===== src/design/gwwb_pkg.sv =====
package gwwb_pkg;

    localparam int unsigned WIDTH_BITS  = 24;
    localparam int unsigned CODE_BITS   = 21;
    localparam int unsigned IDX_BITS    = 16;
    localparam int unsigned ADV_BITS    = 16;
    localparam int unsigned QUEUE_DEPTH = 4;

    localparam logic [WIDTH_BITS-1:0] WIDTH_MAX = {WIDTH_BITS{1'b1}};

    localparam logic [CODE_BITS-1:0] CH_NEWLINE = 21'h00000A;
    localparam logic [CODE_BITS-1:0] CH_SPACE   = 21'h000020;
    localparam logic [CODE_BITS-1:0] CH_HYPHEN  = 21'h00002D;

    localparam logic MODE_CHAR = 1'b0;
    localparam logic MODE_END  = 1'b1;

    typedef struct packed {
        logic                 mode;
        logic                 first;
        logic [IDX_BITS-1:0]  index;
        logic [CODE_BITS-1:0] code;
        logic [ADV_BITS-1:0]  advance;
    } in_word_t;

    typedef struct packed {
        logic [IDX_BITS-1:0] line_last;
        logic [IDX_BITS-1:0] line_next;
    } out_word_t;

    typedef enum logic [2:0] {
        KIND_OTHER,
        KIND_NEWLINE,
        KIND_SPACE,
        KIND_HYPHEN,
        KIND_END
    } kind_t;

    typedef struct packed {
        kind_t               kind;
        logic                first;
        logic [IDX_BITS-1:0] index;
        logic [ADV_BITS-1:0] advance;
    } q_entry_t;

    typedef enum logic [1:0] {
        PH_DONE,
        PH_SCAN,
        PH_SKIP
    } phase_t;

endpackage


===== src/design/gwwb_front.sv =====
module gwwb_front (
    input  logic               s_valid,
    output logic               s_ready,
    input  gwwb_pkg::in_word_t s_word,
    output logic               q_valid,
    input  logic               q_ready,
    output gwwb_pkg::q_entry_t q_entry
);

    gwwb_pkg::kind_t kind;

    always_comb begin
        if (s_word.mode == gwwb_pkg::MODE_END) begin
            kind = gwwb_pkg::KIND_END;
        end else if (s_word.code == gwwb_pkg::CH_NEWLINE) begin
            kind = gwwb_pkg::KIND_NEWLINE;
        end else if (s_word.code == gwwb_pkg::CH_SPACE) begin
            kind = gwwb_pkg::KIND_SPACE;
        end else if (s_word.code == gwwb_pkg::CH_HYPHEN) begin
            kind = gwwb_pkg::KIND_HYPHEN;
        end else begin
            kind = gwwb_pkg::KIND_OTHER;
        end
    end

    // the code point is not needed past this point, only its class
    assign q_entry.kind    = kind;
    assign q_entry.first   = s_word.first;
    assign q_entry.index   = s_word.index;
    assign q_entry.advance = s_word.advance;

    assign q_valid = s_valid;
    assign s_ready = q_ready;

endmodule


===== src/design/gwwb_queue.sv =====
module gwwb_queue (
    input  logic               aclk,
    input  logic               aresetn,
    input  logic               push_valid,
    output logic               push_ready,
    input  gwwb_pkg::q_entry_t push_entry,
    output logic               pop_valid,
    input  logic               pop_ready,
    output gwwb_pkg::q_entry_t pop_entry
);

    localparam int unsigned PTR_BITS = $clog2(gwwb_pkg::QUEUE_DEPTH);
    localparam int unsigned CNT_BITS = $clog2(gwwb_pkg::QUEUE_DEPTH + 1);

    gwwb_pkg::q_entry_t  mem [gwwb_pkg::QUEUE_DEPTH];
    logic [PTR_BITS-1:0] wr_ptr_reg;
    logic [PTR_BITS-1:0] rd_ptr_reg;
    logic [CNT_BITS-1:0] count_reg;
    logic                push;
    logic                pop;

    assign push_ready = (count_reg != CNT_BITS'(gwwb_pkg::QUEUE_DEPTH));
    assign pop_valid  = (count_reg != '0);
    assign push       = push_valid && push_ready;
    assign pop        = pop_valid && pop_ready;
    assign pop_entry  = mem[rd_ptr_reg];

    always_ff @(posedge aclk) begin
        if (push) begin
            mem[wr_ptr_reg] <= push_entry;
        end
    end

    always_ff @(posedge aclk) begin
        if (!aresetn) begin
            wr_ptr_reg <= '0;
            rd_ptr_reg <= '0;
            count_reg  <= '0;
        end else begin
            if (push) begin
                wr_ptr_reg <= wr_ptr_reg + PTR_BITS'(1);
            end
            if (pop) begin
                rd_ptr_reg <= rd_ptr_reg + PTR_BITS'(1);
            end
            if (push && !pop) begin
                count_reg <= count_reg + CNT_BITS'(1);
            end else if (pop && !push) begin
                count_reg <= count_reg - CNT_BITS'(1);
            end
        end
    end

endmodule


===== src/design/gwwb_back.sv =====
module gwwb_back #(
    parameter int unsigned INDEX_BITS = 16
) (
    input  logic                                aclk,
    input  logic                                aresetn,
    input  logic                                cfg_wen,
    input  logic [gwwb_pkg::WIDTH_BITS-1:0]     cfg_wdata,
    input  logic                                q_valid,
    output logic                                q_ready,
    input  gwwb_pkg::q_entry_t                  q_entry,
    output logic                                m_valid,
    input  logic                                m_ready,
    output gwwb_pkg::out_word_t                 m_word
);

    localparam int unsigned WB = gwwb_pkg::WIDTH_BITS;

    logic [WB-1:0]         line_width_reg;
    gwwb_pkg::phase_t      phase_reg, phase_next;
    logic [WB-1:0]         used_reg, used_next;
    logic [INDEX_BITS-1:0] word_start_reg, word_start_next;
    logic [INDEX_BITS-1:0] last_end_reg, last_end_next;
    logic [INDEX_BITS-1:0] start_reg, start_next;
    logic [INDEX_BITS-1:0] newline_reg, newline_next;

    logic                  m_valid_reg;
    gwwb_pkg::out_word_t   m_word_reg;

    gwwb_pkg::phase_t      ph;
    logic [INDEX_BITS-1:0] idx;
    logic [INDEX_BITS-1:0] idx_inc;
    logic [WB:0]           sum;
    logic [WB-1:0]         used_sat;
    logic                  pop;
    logic                  emit;
    logic [INDEX_BITS-1:0] res_last;
    logic [INDEX_BITS-1:0] res_next;

    // a word is taken only when the output register is free or draining
    assign q_ready = !m_valid_reg || m_ready;
    assign pop     = q_valid && q_ready;

    assign idx      = INDEX_BITS'(q_entry.index);
    assign idx_inc  = idx + INDEX_BITS'(1);
    assign sum      = {1'b0, (q_entry.first ? {WB{1'b0}} : used_reg)}
                      + (WB + 1)'(q_entry.advance);
    assign used_sat = sum[WB] ? gwwb_pkg::WIDTH_MAX : sum[WB-1:0];

    always_ff @(posedge aclk) begin
        if (!aresetn) begin
            line_width_reg <= gwwb_pkg::WIDTH_MAX;
        end else if (cfg_wen) begin
            line_width_reg <= cfg_wdata;
        end
    end

    always_ff @(posedge aclk) begin
        if (!aresetn) begin
            phase_reg      <= gwwb_pkg::PH_DONE;
            used_reg       <= '0;
            word_start_reg <= '0;
            last_end_reg   <= '0;
            start_reg      <= '0;
            newline_reg    <= '0;
        end else if (pop) begin
            phase_reg      <= phase_next;
            used_reg       <= used_next;
            word_start_reg <= word_start_next;
            last_end_reg   <= last_end_next;
            start_reg      <= start_next;
            newline_reg    <= newline_next;
        end
    end

    always_comb begin
        // a first word restarts the call whatever the phase
        if (q_entry.first) begin
            ph              = gwwb_pkg::PH_SCAN;
            used_next       = '0;
            word_start_next = idx;
            last_end_next   = idx;
            start_next      = idx;
            newline_next    = '0;
        end else begin
            ph              = phase_reg;
            used_next       = used_reg;
            word_start_next = word_start_reg;
            last_end_next   = last_end_reg;
            start_next      = start_reg;
            newline_next    = newline_reg;
        end
        phase_next = ph;
        emit       = 1'b0;
        res_last   = idx;
        res_next   = idx;

        unique case (ph)
            gwwb_pkg::PH_SKIP: begin
                if (q_entry.kind != gwwb_pkg::KIND_SPACE) begin
                    emit       = 1'b1;
                    res_last   = newline_next;
                    phase_next = gwwb_pkg::PH_DONE;
                end
            end
            gwwb_pkg::PH_SCAN: begin
                if (q_entry.kind == gwwb_pkg::KIND_END) begin
                    emit       = 1'b1;
                    phase_next = gwwb_pkg::PH_DONE;
                end else begin
                    used_next = used_sat;
                    case (q_entry.kind) inside
                        gwwb_pkg::KIND_NEWLINE: begin
                            newline_next = idx;
                            phase_next   = gwwb_pkg::PH_SKIP;
                        end
                        gwwb_pkg::KIND_SPACE, gwwb_pkg::KIND_HYPHEN: begin
                            if (word_start_next != idx) begin
                                last_end_next = idx;
                            end
                            word_start_next = idx_inc;
                        end
                        default: begin
                            if (used_sat >= line_width_reg) begin
                                emit       = 1'b1;
                                phase_next = gwwb_pkg::PH_DONE;
                                // break at the last word end if the line has one
                                if (last_end_next != start_next) begin
                                    res_last = last_end_next;
                                    res_next = word_start_next;
                                end
                            end
                        end
                    endcase
                end
            end
            default: begin
            end
        endcase
    end

    always_ff @(posedge aclk) begin
        if (!aresetn) begin
            m_valid_reg <= 1'b0;
        end else if (pop && emit) begin
            m_valid_reg <= 1'b1;
        end else if (m_ready) begin
            m_valid_reg <= 1'b0;
        end
    end

    always_ff @(posedge aclk) begin
        if (pop && emit) begin
            m_word_reg.line_last <= gwwb_pkg::IDX_BITS'(res_last);
            m_word_reg.line_next <= gwwb_pkg::IDX_BITS'(res_next);
        end
    end

    assign m_valid = m_valid_reg;
    assign m_word  = m_word_reg;

    a_done_after_emit: assert property (@(posedge aclk) disable iff (!aresetn)
        pop && emit |=> phase_reg == gwwb_pkg::PH_DONE)
        else $error("phase not done after a result");

    a_silent_when_done: assert property (@(posedge aclk) disable iff (!aresetn)
        pop && !q_entry.first && phase_reg == gwwb_pkg::PH_DONE |-> !emit)
        else $error("result from a finished call");

    a_width_grows: assert property (@(posedge aclk) disable iff (!aresetn)
        pop && !q_entry.first && phase_reg == gwwb_pkg::PH_SCAN
            |=> used_reg >= $past(used_reg))
        else $error("used width fell within a call");

    a_no_overrun: assert property (@(posedge aclk) disable iff (!aresetn)
        m_valid_reg && !m_ready |=> m_valid_reg && $stable(m_word_reg))
        else $error("pending result overwritten");

endmodule


===== src/design/greedy_word_wrap_breaker.sv =====
// Greedy word-wrap breaker: one word per cycle in and at most one result per
// call out. Each input word is classified and queued (four entries), and the
// break engine updates the running width with one saturating add and compare
// per cycle, so the sustained rate is one word per clock while m_ready is
// high; each result is registered as its word leaves the queue. The engine
// stalls only while its output register holds an untaken result; the queue
// then absorbs up to four further words before s_ready falls. The user writes
// line_width through cfg_wen/cfg_wdata while idle; the block does not check.
module greedy_word_wrap_breaker #(
    parameter int unsigned INDEX_BITS = 16
) (
    input  logic                            aclk,
    input  logic                            aresetn,
    input  logic                            cfg_wen,
    input  logic [gwwb_pkg::WIDTH_BITS-1:0] cfg_wdata,
    input  logic                            s_valid,
    output logic                            s_ready,
    input  gwwb_pkg::in_word_t              s_word,
    output logic                            m_valid,
    input  logic                            m_ready,
    output gwwb_pkg::out_word_t             m_word
);

    logic               fq_valid;
    logic               fq_ready;
    gwwb_pkg::q_entry_t fq_entry;
    logic               qb_valid;
    logic               qb_ready;
    gwwb_pkg::q_entry_t qb_entry;

    gwwb_front u_front (
        .s_valid (s_valid),
        .s_ready (s_ready),
        .s_word  (s_word),
        .q_valid (fq_valid),
        .q_ready (fq_ready),
        .q_entry (fq_entry)
    );

    gwwb_queue u_queue (
        .aclk       (aclk),
        .aresetn    (aresetn),
        .push_valid (fq_valid),
        .push_ready (fq_ready),
        .push_entry (fq_entry),
        .pop_valid  (qb_valid),
        .pop_ready  (qb_ready),
        .pop_entry  (qb_entry)
    );

    gwwb_back #(
        .INDEX_BITS (INDEX_BITS)
    ) u_back (
        .aclk      (aclk),
        .aresetn   (aresetn),
        .cfg_wen   (cfg_wen),
        .cfg_wdata (cfg_wdata),
        .q_valid   (qb_valid),
        .q_ready   (qb_ready),
        .q_entry   (qb_entry),
        .m_valid   (m_valid),
        .m_ready   (m_ready),
        .m_word    (m_word)
    );

endmodule


===== config.mk =====
export PLATFORM = sky130hd
export DESIGN_NAME = greedy_word_wrap_breaker
export DESIGN_NICKNAME = d
export VERILOG_FILES = /design/src/design/gwwb_pkg.sv /design/src/design/gwwb_front.sv /design/src/design/gwwb_queue.sv /design/src/design/gwwb_back.sv /design/src/design/greedy_word_wrap_breaker.sv
export SDC_FILE = /design/constraint.sdc
export NUM_CORES = 1
export LEC_CHECK = 0
export BUFFER_PORTS_ARGS = -buffer_cell sky130_fd_sc_hd__buf_4
export CAP_MARGIN = 20
export CORE_UTILIZATION = 60
export DETAILED_ROUTE_END_ITERATION = 10
export GPL_TIMING_DRIVEN = 0
export PLACE_DENSITY = 0.8
export SLEW_MARGIN = 10
export SYNTH_ARGS = -nofsm -noshare
export SYNTH_HDL_FRONTEND = slang
export SYNTH_HIERARCHICAL = 1
export SYNTH_SLANG_ARGS = --single-unit

===== constraint.sdc =====
create_clock -name aclk -period 8.25 [get_ports aclk]
set_input_delay 0.4125 -clock aclk [delete_from_list [all_inputs] [get_ports aclk]]
set_output_delay 0.4125 -clock aclk [all_outputs]
set_load 0.05 [all_outputs]

; Word-level counts from Yosys, hierarchy flattened
; Memories as Yosys holds them, arrays and structs flattened. A register that Yosys moved wholly into a read port is not among the register bits.
; Index checks and enable logic that the tools add are counted.
[word_totals]
reg_bits = 154
mem_bits_rw = 144
input_bits = 84
out_inout_bits = 34
elab_cells = 105
memories = 1
[memory_table]
columns = name, words, word_bits, rd, rd_clocked_by_memory_dff, wr, line
row1 = u_queue.mem, 4, 36, 1, 1, 1, gwwb_queue.sv:15  ; gwwb_pkg::q_entry_t mem [gwwb_pkg::QUEUE_DEPTH];
[op_classes]
addsub = 6
order_cmp = 1
n_eq_ne = 13
n_mux = 58
n_reduce_logical = 13
[ops]
columns = operator, n
row1 = $mux W16, 28
row2 = $mux W24, 4
row3 = $eq A21 B6 Y1 const B, 2
row4 = $ne A16 B16 Y1, 2
row5 = $pmux W16 S2, 1
row6 = $add A24 B16 Y25, 1
row7 = $ge A24 B24 Y1, 1
row8 = $eq A21 B4 Y1 const B, 1
row9 = $mux W2, 9
row10 = $add A16 B1 Y16 const B, 1
row11 = $mux W3, 5
row12 = $mux W1, 9
row13 = $eq A3 B2 Y1 const B, 2
row14 = $logic_and A1 B1 Y1, 5
row15 = $add A2 B1 Y2 const B, 2
row16 = $pmux W2 S2, 1
row17 = $reduce_bool A2 Y1, 2
row18 = $add A3 B1 Y3 const B, 1
row19 = $eq A3 B1 Y1 const B, 1
row20 = $eq A3 B3 Y1 const B, 1
row21 = $logic_not A1 Y1, 3
row22 = $ne A3 B2 Y1 const B, 1
row23 = $ne A3 B3 Y1 const B, 1
row24 = $reduce_bool A3 Y1, 1
row25 = other kinds (6), 6

; Depth between registers and ports, before layout
; Gate-level depths: netlist of the first run.
[depth]
depth_word = 11
mapped_depth = 26
ltp_nobuf = 18

; Cells and area by module
; The synthesis of the first run kept the hierarchy.
[modules_own_cells]
columns = mod, instances, cells_each, area_per_inst_um2
row1 = gwwb_back, 1, 965, 8455.6
row2 = gwwb_queue, 1, 236, 5744.3
row3 = gwwb_front, 1, 52, 366.6

; Worst setup path before layout of the first run
; No wires, ideal clock.
[synth_timing]
path_type = register to register
start = reg with a tool-made name
end = reg u_back.m_word_reg (netlist bit u_back/m_word[0]), enable pin
arrival_time_ns = 5.802
required_ns = 7.859
setup_slack_ns = 2.057
stages_incl_launch_ff = 24
n_path_buf = 6
cell_sequence = dfxtp_1 buf_6 buf_12 mux4_2 clkbuf_1 clkbuf_1 clkbuf_1 nor2b_1 ha_1 fa_1 a21o_1 a21boi_1 o21ai_1 a41o_1 nand3_1 buf_2 nand2_1 ha_1 nand4_1 nor4_1 o31a_1 o21ai_1 a211oi_1 o21a_1
[synth_rtl]
columns = item, line
row1 = "end, declared", gwwb_back.sv:27  ; gwwb_pkg::out_word_t m_word_reg;

==> flow_results.org, run 1 <==
** Synthesis
- Among all flip-flop cells after synthesis, the most frequent one is edfxtp_1.
- The cell count after synthesis came out at 1253.
- Yosys synthesis warning count :: 6
- The cell area that synthesis handed to floorplanning was 14570 um2.
- The netlist uses 73 different library cells.
- Each instance of the synthesized netlist takes up on average 11.63 um2.
- The synthesized design devotes to its leading area cell type 36.28% of total area.
- In this run, synthesis produced a sequential element count of 300.
- The number of nets in the synthesized netlist is 1387.
- The share of the Yosys chip area taken by registers is 53.32%.
- The biggest area contributor in the post-synthesis netlist is edfxtp_1.
- EDFF count, synth :: 176
- Share of synthesized registers carrying an async set or reset :: 0%
- Ranked by total cell area, the synthesized netlist is headed by edfxtp_1, dfxtp_1, mux4_2, ha_1, nand2_1.

** Placement
- Setup slack at placement :: 0.4732 ns
- HPWL reported at the end of detailed placement :: 22840 um
- After detailed placement, the design holds a cell count of 1658.
- Number of I/O port buffers :: 81
- Total placed instance area :: 15680 um2
- Placer's final routability congestion estimate :: 0.8978

** Clocking
- In this run the number of H-tree levels came out at 1.
- The number of clock buffers added by TritonCTS is 30.
- Number of sinks handled by clock tree synthesis :: 300
- Post-CTS repair timing setup buffer count :: 0
- The later pin in the worst-skew pair is clocked with a latency of 0.57 ns.
- In this run the deepest clock path goes through 3 buffers.
- After clock tree synthesis, the clock-pin slew on the worst setup and hold paths is 0.06 ns.
- The root buffer cell chosen for the clock tree is clkbuf_16.
- CTS tree :: built

** Finish
- Cells fill 70.33% of the core in the end.
- Post-route insts no fill :: 1713
- Nets :: 1505
- Number of inserted diodes :: 0
- Post-route cell area :: 16610 um2
- Flip-flop and latch area :: 7767 um2
- Largest register FFs :: 144
- Footprint of the multi-input gates :: 5903 um2
- Layout cell share with drive strength beyond 1 :: 18.58%
- Layout fillers :: 1692
- From synthesis to final layout, the design area changed by 14.00%.

** Global routing
- Wire length of the first global-routing pass :: 50070 um
- Antenna violations before repair :: 0
- The via count of the first global-routing pass was 9474.
- Global routing finished with a remaining overflow of 0.
- Largest net degree at the start of global routing :: 29
- Combined global-route utilization of all metal layers :: 26.01%

** Worst setup path
- Kind of start point of the critical path :: flop
- The worst setup path is of the reg2reg kind.
- For the worst setup path, the data required time is 8.57 ns.
- Buffering stage count on the worst path with inverters included :: 7
- At the worst endpoint, the arrival time is 8.11 ns.
- On the critical path, the stage with the largest delay is an instance of clkbuf_1.
- Grouping stages by cell kind, the critical path spends the most delay in buffers and inverters.
- Nature of the critical path endpoint :: flop
- In this run the worst path has a maximum fanout of 21.
- The largest single stage delay on the critical path is 0.50 ns.

** Min path
- Type of the most critical hold path :: in2reg

** STA
- Setup total negative slack on the finished layout was measured at 0 ns.
- Post-Route Hold Slack :: 0.04317 ns
- Headroom to the max-slew limit came out at 43.02%.
- Setup violations remaining at the end of the flow were counted as 0.
- Largest clock skew in the final design :: 0.03173 ns
- The final critical path takes up 94.43% of the cycle.
- Unrepaired setup endpoints after global routing :: no
- Final count of hold timing violations :: 0
- The worst path meets setup with 0.4591 ns of slack.
- Minimum period implied by the final worst setup slack :: 7.791 ns
- Number of pins with negative max-slew slack in the final report :: 0
- Static timing analysis puts the maximum clock frequency at 128.4 MHz.
- Transition time of the tightest slew-check pin :: 0.8482 ns

** Drt
- Dividing the detail-routed via count by the number of cells gives 5.845.
- The first routing iteration left 959 violations.
- In the final routed layout, each cell accounts on average for 18.49 um.
- Overall routed net length :: 31670 um
- Post-DRT Antenna Nets :: 0
- Detailed-routing iteration count for the pre-antenna-repair pass :: 5
- Via Count :: 10012
- In the routed design, unresolved DRC markers number 0.

** Floorplanning
- Die Span X :: 157.8 um
- Number of placed I/O pins :: 118
- The floorplan step defined a die boundary enclosing 24900 um2.
- After floorplanning, the core was divided into 56 placement rows.
- In this run the vertical extent of the chip is 157.8 um.
- The floorplan step defined a core boundary enclosing 23610 um2.
- The initial utilization of the core area, before any placement, comes to 61.69%.

** Outcome
- The flow ran to the end, and the final reports show no timing, DRC or antenna violations.

** Pwr
- VDD sags by at most 234.3 uV.
- Power spread over the standard cell area amounts to 349.5 nW/um2.
- In this run the static leakage power is 6.417 nW.
- Total power consumption of the routed design :: 5.803 mW

** Job
- Max-cap violations in this run came to 0.
-- cell usage in the layout (no fill, tap or decap), types with 8 or more instances in the layout --
cell type | netlist | routed
and2_1 | 14 | 10
o221ai_2 | 10 | 10
o221ai_1 | 8 | 8
mux4_2 | 30 | 30
nand4_1 | 13 | 13
nand2b_1 | 9 | 9
buf_2 | 12 | 12
nor2_1 | 88 | 88
a22oi_1 | 23 | 23
buf_4 | 39 | 120
and3_1 | 12 | 12
xnor2_1 | 31 | 31
nor3_1 | 16 | 16
a31oi_1 | 10 | 10
xor2_1 | 23 | 23
o21ai_0 | 50 | 50
mux2_4 | 10 | 10
nor2b_1 | 23 | 23
a21oi_1 | 50 | 50
dfxtp_1 | 124 | 124
inv_1 | 68 | 68
a22o_1 | 13 | 13
o211ai_1 | 25 | 25
mux2i_1 | 38 | 38
nor4_1 | 12 | 12
clkbuf_16 | 0 | 30
nand3_1 | 19 | 19
ha_1 | 48 | 48
nand2_1 | 108 | 108
edfxtp_1 | 176 | 176
clkbuf_1 | 51 | 60
-- power by group --
part           switching, mW  leakage, nW  total [mW]  internal, mW
clock                  0.559        0.434        1.27         0.713
combinational           1.50         3.35        2.51          1.01
sequential             0.144         2.63        2.02          1.88
total                   2.21         6.42        5.80          3.60
-- logic make-up (layout without fill, tap and decap cells) --
logic type,after synthesis,count (layout),share of synthesized area (%)
xor+xnor,54,54,3.247
simple gates,331,331,10.74
mux,90,90,9.826
compound gates,248,248,12.14
fa+ha+maj,52,52,4.535
flops,300,300,53.32
buf+inv,178,319,6.193
-- cells in the mapped netlist (all sizes together), types with 14 or more instances --
library cell  number
mux2              16
nand2            108
mux2i             38
mux4              36
and2              14
nor3              16
nor2b             23
xnor2             31
a21oi             50
o211ai            26
o221ai            18
o21ai             55
xor2              23
nand3             19
ha                48
dfxtp            124
nor2              90
a22oi             23
inv               68
edfxtp           176
clkbuf            52
buf               57
-- timing repair --
action | 4_1_cts | 5_1_grt
hold endpoints to repair | 0 | 0
hold buffers | 0 | 0
endpoints found under the setup margin | 0 | 21
gates resized for setup | 0 | 2
-- metal layers --
layer	global-route usage (%)	share of wire (%)	wire length, um	vias up
li1	-	-	-	4797
met1	37.92	46	14680	4837
met2	40.57	45	14270	336
met3	4.708	7.0	2225	42
met4	5.733	1.6	503	0
met5	0	0	0	-
-- cell type report --
cell class | instances | area share [%]
Sequential cell | 300 | 46.78
Clock buffer | 41 | 4.830
Tap cell | 319 | 2.404
Clock inverter | 14 | 0.7309
Timing Repair Buffer | 86 | 4.280
Inverter | 69 | 1.560
Buffer | 109 | 3.873
Multi-Input combinational cell | 775 | 35.55
-- final timing paths --
kind                      start                 end  slack (ns)  depth (start not counted)
max                        flop   u_back/m_word[26]        0.46                         25
min                  s_word[48]  u_queue/mem[3][27]        0.04                          1
max reg2reg                flop   u_back/m_word[26]        0.46                         25
min reg2reg  u_back/used_reg[0]  u_back/used_reg[0]        0.46                          2
(Power assumes the default switching activity.)
==> inputs of run 2 (changes only) <==
BUFFER_PORTS_ARGS = default   (was -buffer_cell sky130_fd_sc_hd__buf_4)
CORE_UTILIZATION = 66   (was 60)
CTS_BUF_LIST = sky130_fd_sc_hd__clkbuf_8   (was default)
DONT_BUFFER_PORTS = 1   (was default)
PLACE_DENSITY = 0.82   (was 0.8)
REMOVE_ABC_BUFFERS = 1   (was default)
==> flow_results.org, run 2 (synthesis gave the netlist of run 1 again) <==
** Clocking
- Number of sinks handled by clock tree synthesis :: 300
- Clock-pin slew was measured on the worst setup and hold paths at 0.07 ns.
- Clk_lat worst skew :: 0.56 ns
- The number of gates resized after CTS was 0.
- The H-tree was split into 2 levels.
- Post-CTS timing repair inserted 0 buffers for setup.
- Master cell of the clock root buffer :: clkbuf_8
- TritonCTS created 47 clock buffers.
- In this run the deepest clock path goes through 3 buffers.
- CTS tree :: built

** Worst setup path
- STA classifies the critical path endpoint as a flop.
- Required time reported for the critical path endpoint :: 8.47 ns
- Critical path's largest stage delay :: 0.95 ns
- Along the worst path, the maximum fanout reaches 39.
- For the worst setup path, the data arrival time is 7.57 ns.
- The slowest stage of the critical path is the mux4_2 cell.
- Together, buffers and inverters on the worst path number 0.
- Cell-by-cell trace of the critical path :: mux4_2, nor2b_1, ha_1, fa_1, a21o_1, a21boi_1, o21ai_1, a41o_1, nand3_1, nand2_1, ha_1, a21o_1, a21oi_1, nor3b_1, or3_1, o211ai_4, nand2b_1, o221ai_1
- The critical path is of the reg2reg type.
- Among cell families on the critical path, the largest total delay comes from simple AND/OR/NAND/NOR gates.
- The worst setup path is launched from a flop.

** Drt
- Remaining DRCs :: 0
- For this block, the routed nets add up to 30380 um of wire.
- The first TritonRoute pass finished after 7 iterations.
- Across all layers, the routed design uses 9806 vias.
- Starting DRT DRC Count :: 1064
- Via count normalized by instance count :: 6.242
- Per-cell routed wire length :: 19.34 um
- Post-DRT Antenna Nets :: 0

** STA
- Largest clock skew in the final design :: 0.02153 ns
- Post-Route Hold Slack :: 0.02220 ns
- Transition time of the tightest slew-check pin :: 1.149 ns
- The number of max-slew violations in the final report was 0.
- Final count of hold timing violations :: 0
- Max-slew headroom :: 23.10%
- Setup-failing EPs final :: 0
- Dividing the final minimum period by the clock period gives 89.05%.
- Counting I/O delays and the setup requirement, the final critical path takes 7.347 ns.
- Timing would allow up to 136.1 MHz.
- Setup total negative slack on the finished layout was measured at 0 ns.
- Setup repair after global routing left no endpoint under its margin.

** Floorplanning
- Number of placement rows :: 53
- The die is 150.6 um tall.
- Number of placed I/O pins :: 118
- The initial utilization of the core area, before any placement, comes to 68.22%.
- The floorplan step defined a die boundary enclosing 22670 um2.
- Die Span X :: 150.6 um
- The floorplan step defined a core boundary enclosing 21350 um2.

** Pwr
- Dividing total power by cell area gives a power density of 348.0 nW/um2.
- Part of the total power dissipated in combinational logic :: 40.4%
- Proportion of total power due to net switching :: 38.35%
- VDD sags by at most 157.2 uV.
- The clock network is responsible for 21.0% of the overall power.
- Sw power :: 2.129 mW
- In this run the static leakage power is 6.059 nW.
- Internal power :: 3.424 mW
- The share of total power dissipated in sequential elements is 38.6%.

** Placement
- The congestion estimate from routability-driven global placement came to 0.8774.
- HPWL reported at the end of detailed placement :: 20030 um
- In this run the tool buffered the top-level ports with 0 buffer cells.

** Global routing
- Global routing consumed, on the met1 layer, 40.04% of the routing resources.
- For met3 alone, demand over resource in global routing was 4.394%.
- Largest net degree at the start of global routing :: 40
- Remaining global-route overflow :: 0
- The global routing stage identified its most utilized layer as met2.
- Global routing used 27.28% of the available tracks.
- In the global route stage, met2 resource usage came out at 41.87%.
- The first global-routing pass estimated 47910 um of wire.
- The initial antenna violation count came to 0.
- Vias in the first global route :: 9291

** Finish
- The register with the most flip-flops in the layout has 144 of them.
- Nets :: 1394
- The library cell used most frequently in the layout, excluding fill and tap cells, is edfxtp_1.
- The top cell types in the final layout, fill and taps aside, are edfxtp_1, dfxtp_1, nand2_1.
- Synthesis-to-finish area growth :: 9.552%
- The number of antenna diodes in the final layout is 0.
- The post-route netlist has 11.57% of its cells at a drive strength greater than 1.

** Outcome
- Outcome :: finished, final reports clean

** Job
- Max-capacitance violation count :: 0

** Min path
- Type of the most critical hold path :: in2reg
[run 2: routing by layer]
metal / wire length, um / part of all wire (%)
met1: 13890 / 46
met2: 13670 / 45
met3: 2272 / 7.5
met4: 550 / 1.8
met5: 0 / 0
[run 2: worst register-to-register path, delay by kind of cell, from the launching register on]
family | cells | cell delay (ns)
muxes | 1 | 0.97
DFF | 1 | 0.81
AOI/OAI and AO/OA | 8 | 2.01
and+or+nand+nor | 6 | 2.45
adders and majority gates | 3 | 0.79
[run 2: final timing paths]
| kind | start | end | slack (ns) | cells past startpoint |
|---|---|---|---|---|
| hold / removal | cfg_wen | u_back/line_width_reg[5] | 0.02 | 2 |
| setup / recovery | flop | u_back/m_word[23] | 0.90 | 18 |
| hold reg to reg | u_back/used_reg[0] | u_back/used_reg[0] | 0.47 | 2 |
| setup reg to reg | flop | u_back/m_word[23] | 0.90 | 18 |
[run 2: cell type report]
cell class                      instances  area [um2]
Multi-Input combinational cell        775        5907
Fill cell                            1374        5395
Sequential cell                       300        7772
Timing Repair Buffer                   67       780.7
Tap cell                              275       344.1
Inverter                               69       260.3
Clock buffer                           53       729.5
Clock inverter                         32       163.9
[run 2: stage by stage]
stage          utilization [%]  area (um2)  worst slack, ns  cells  total power [mW]
6_report                 74.73       15960           0.9031   1571             5.553
2_1_floorplan                -       13920            1.428   1144             3.749
3_5_place_dp             67.70       14460            1.071   1427             4.311
4_1_cts                  74.70       15950            1.014   1570             5.529
3_3_place_gp             66.82       14270          -0.4594   1419             4.221
5_1_grt                  74.73       15960           0.5213   1571             5.859
[run 2: what timing repair did]
item,in CTS,in global routing
endpoints found under the hold margin,171,0
endpoints found under the setup margin,0,0
hold buffers,58,0
[run 2: power by group through the flow]
stage | sequential [mW] | clock (mW) | combinational (mW)
6_report | 2.14 | 1.17 | 2.24
3_5_place_dp | 2.17 | 0 | 2.14
3_3_place_gp | 2.17 | 0 | 2.05
4_1_cts | 2.14 | 1.19 | 2.20
2_1_floorplan | 2.12 | 0 | 1.63
5_1_grt | 2.17 | 1.26 | 2.43
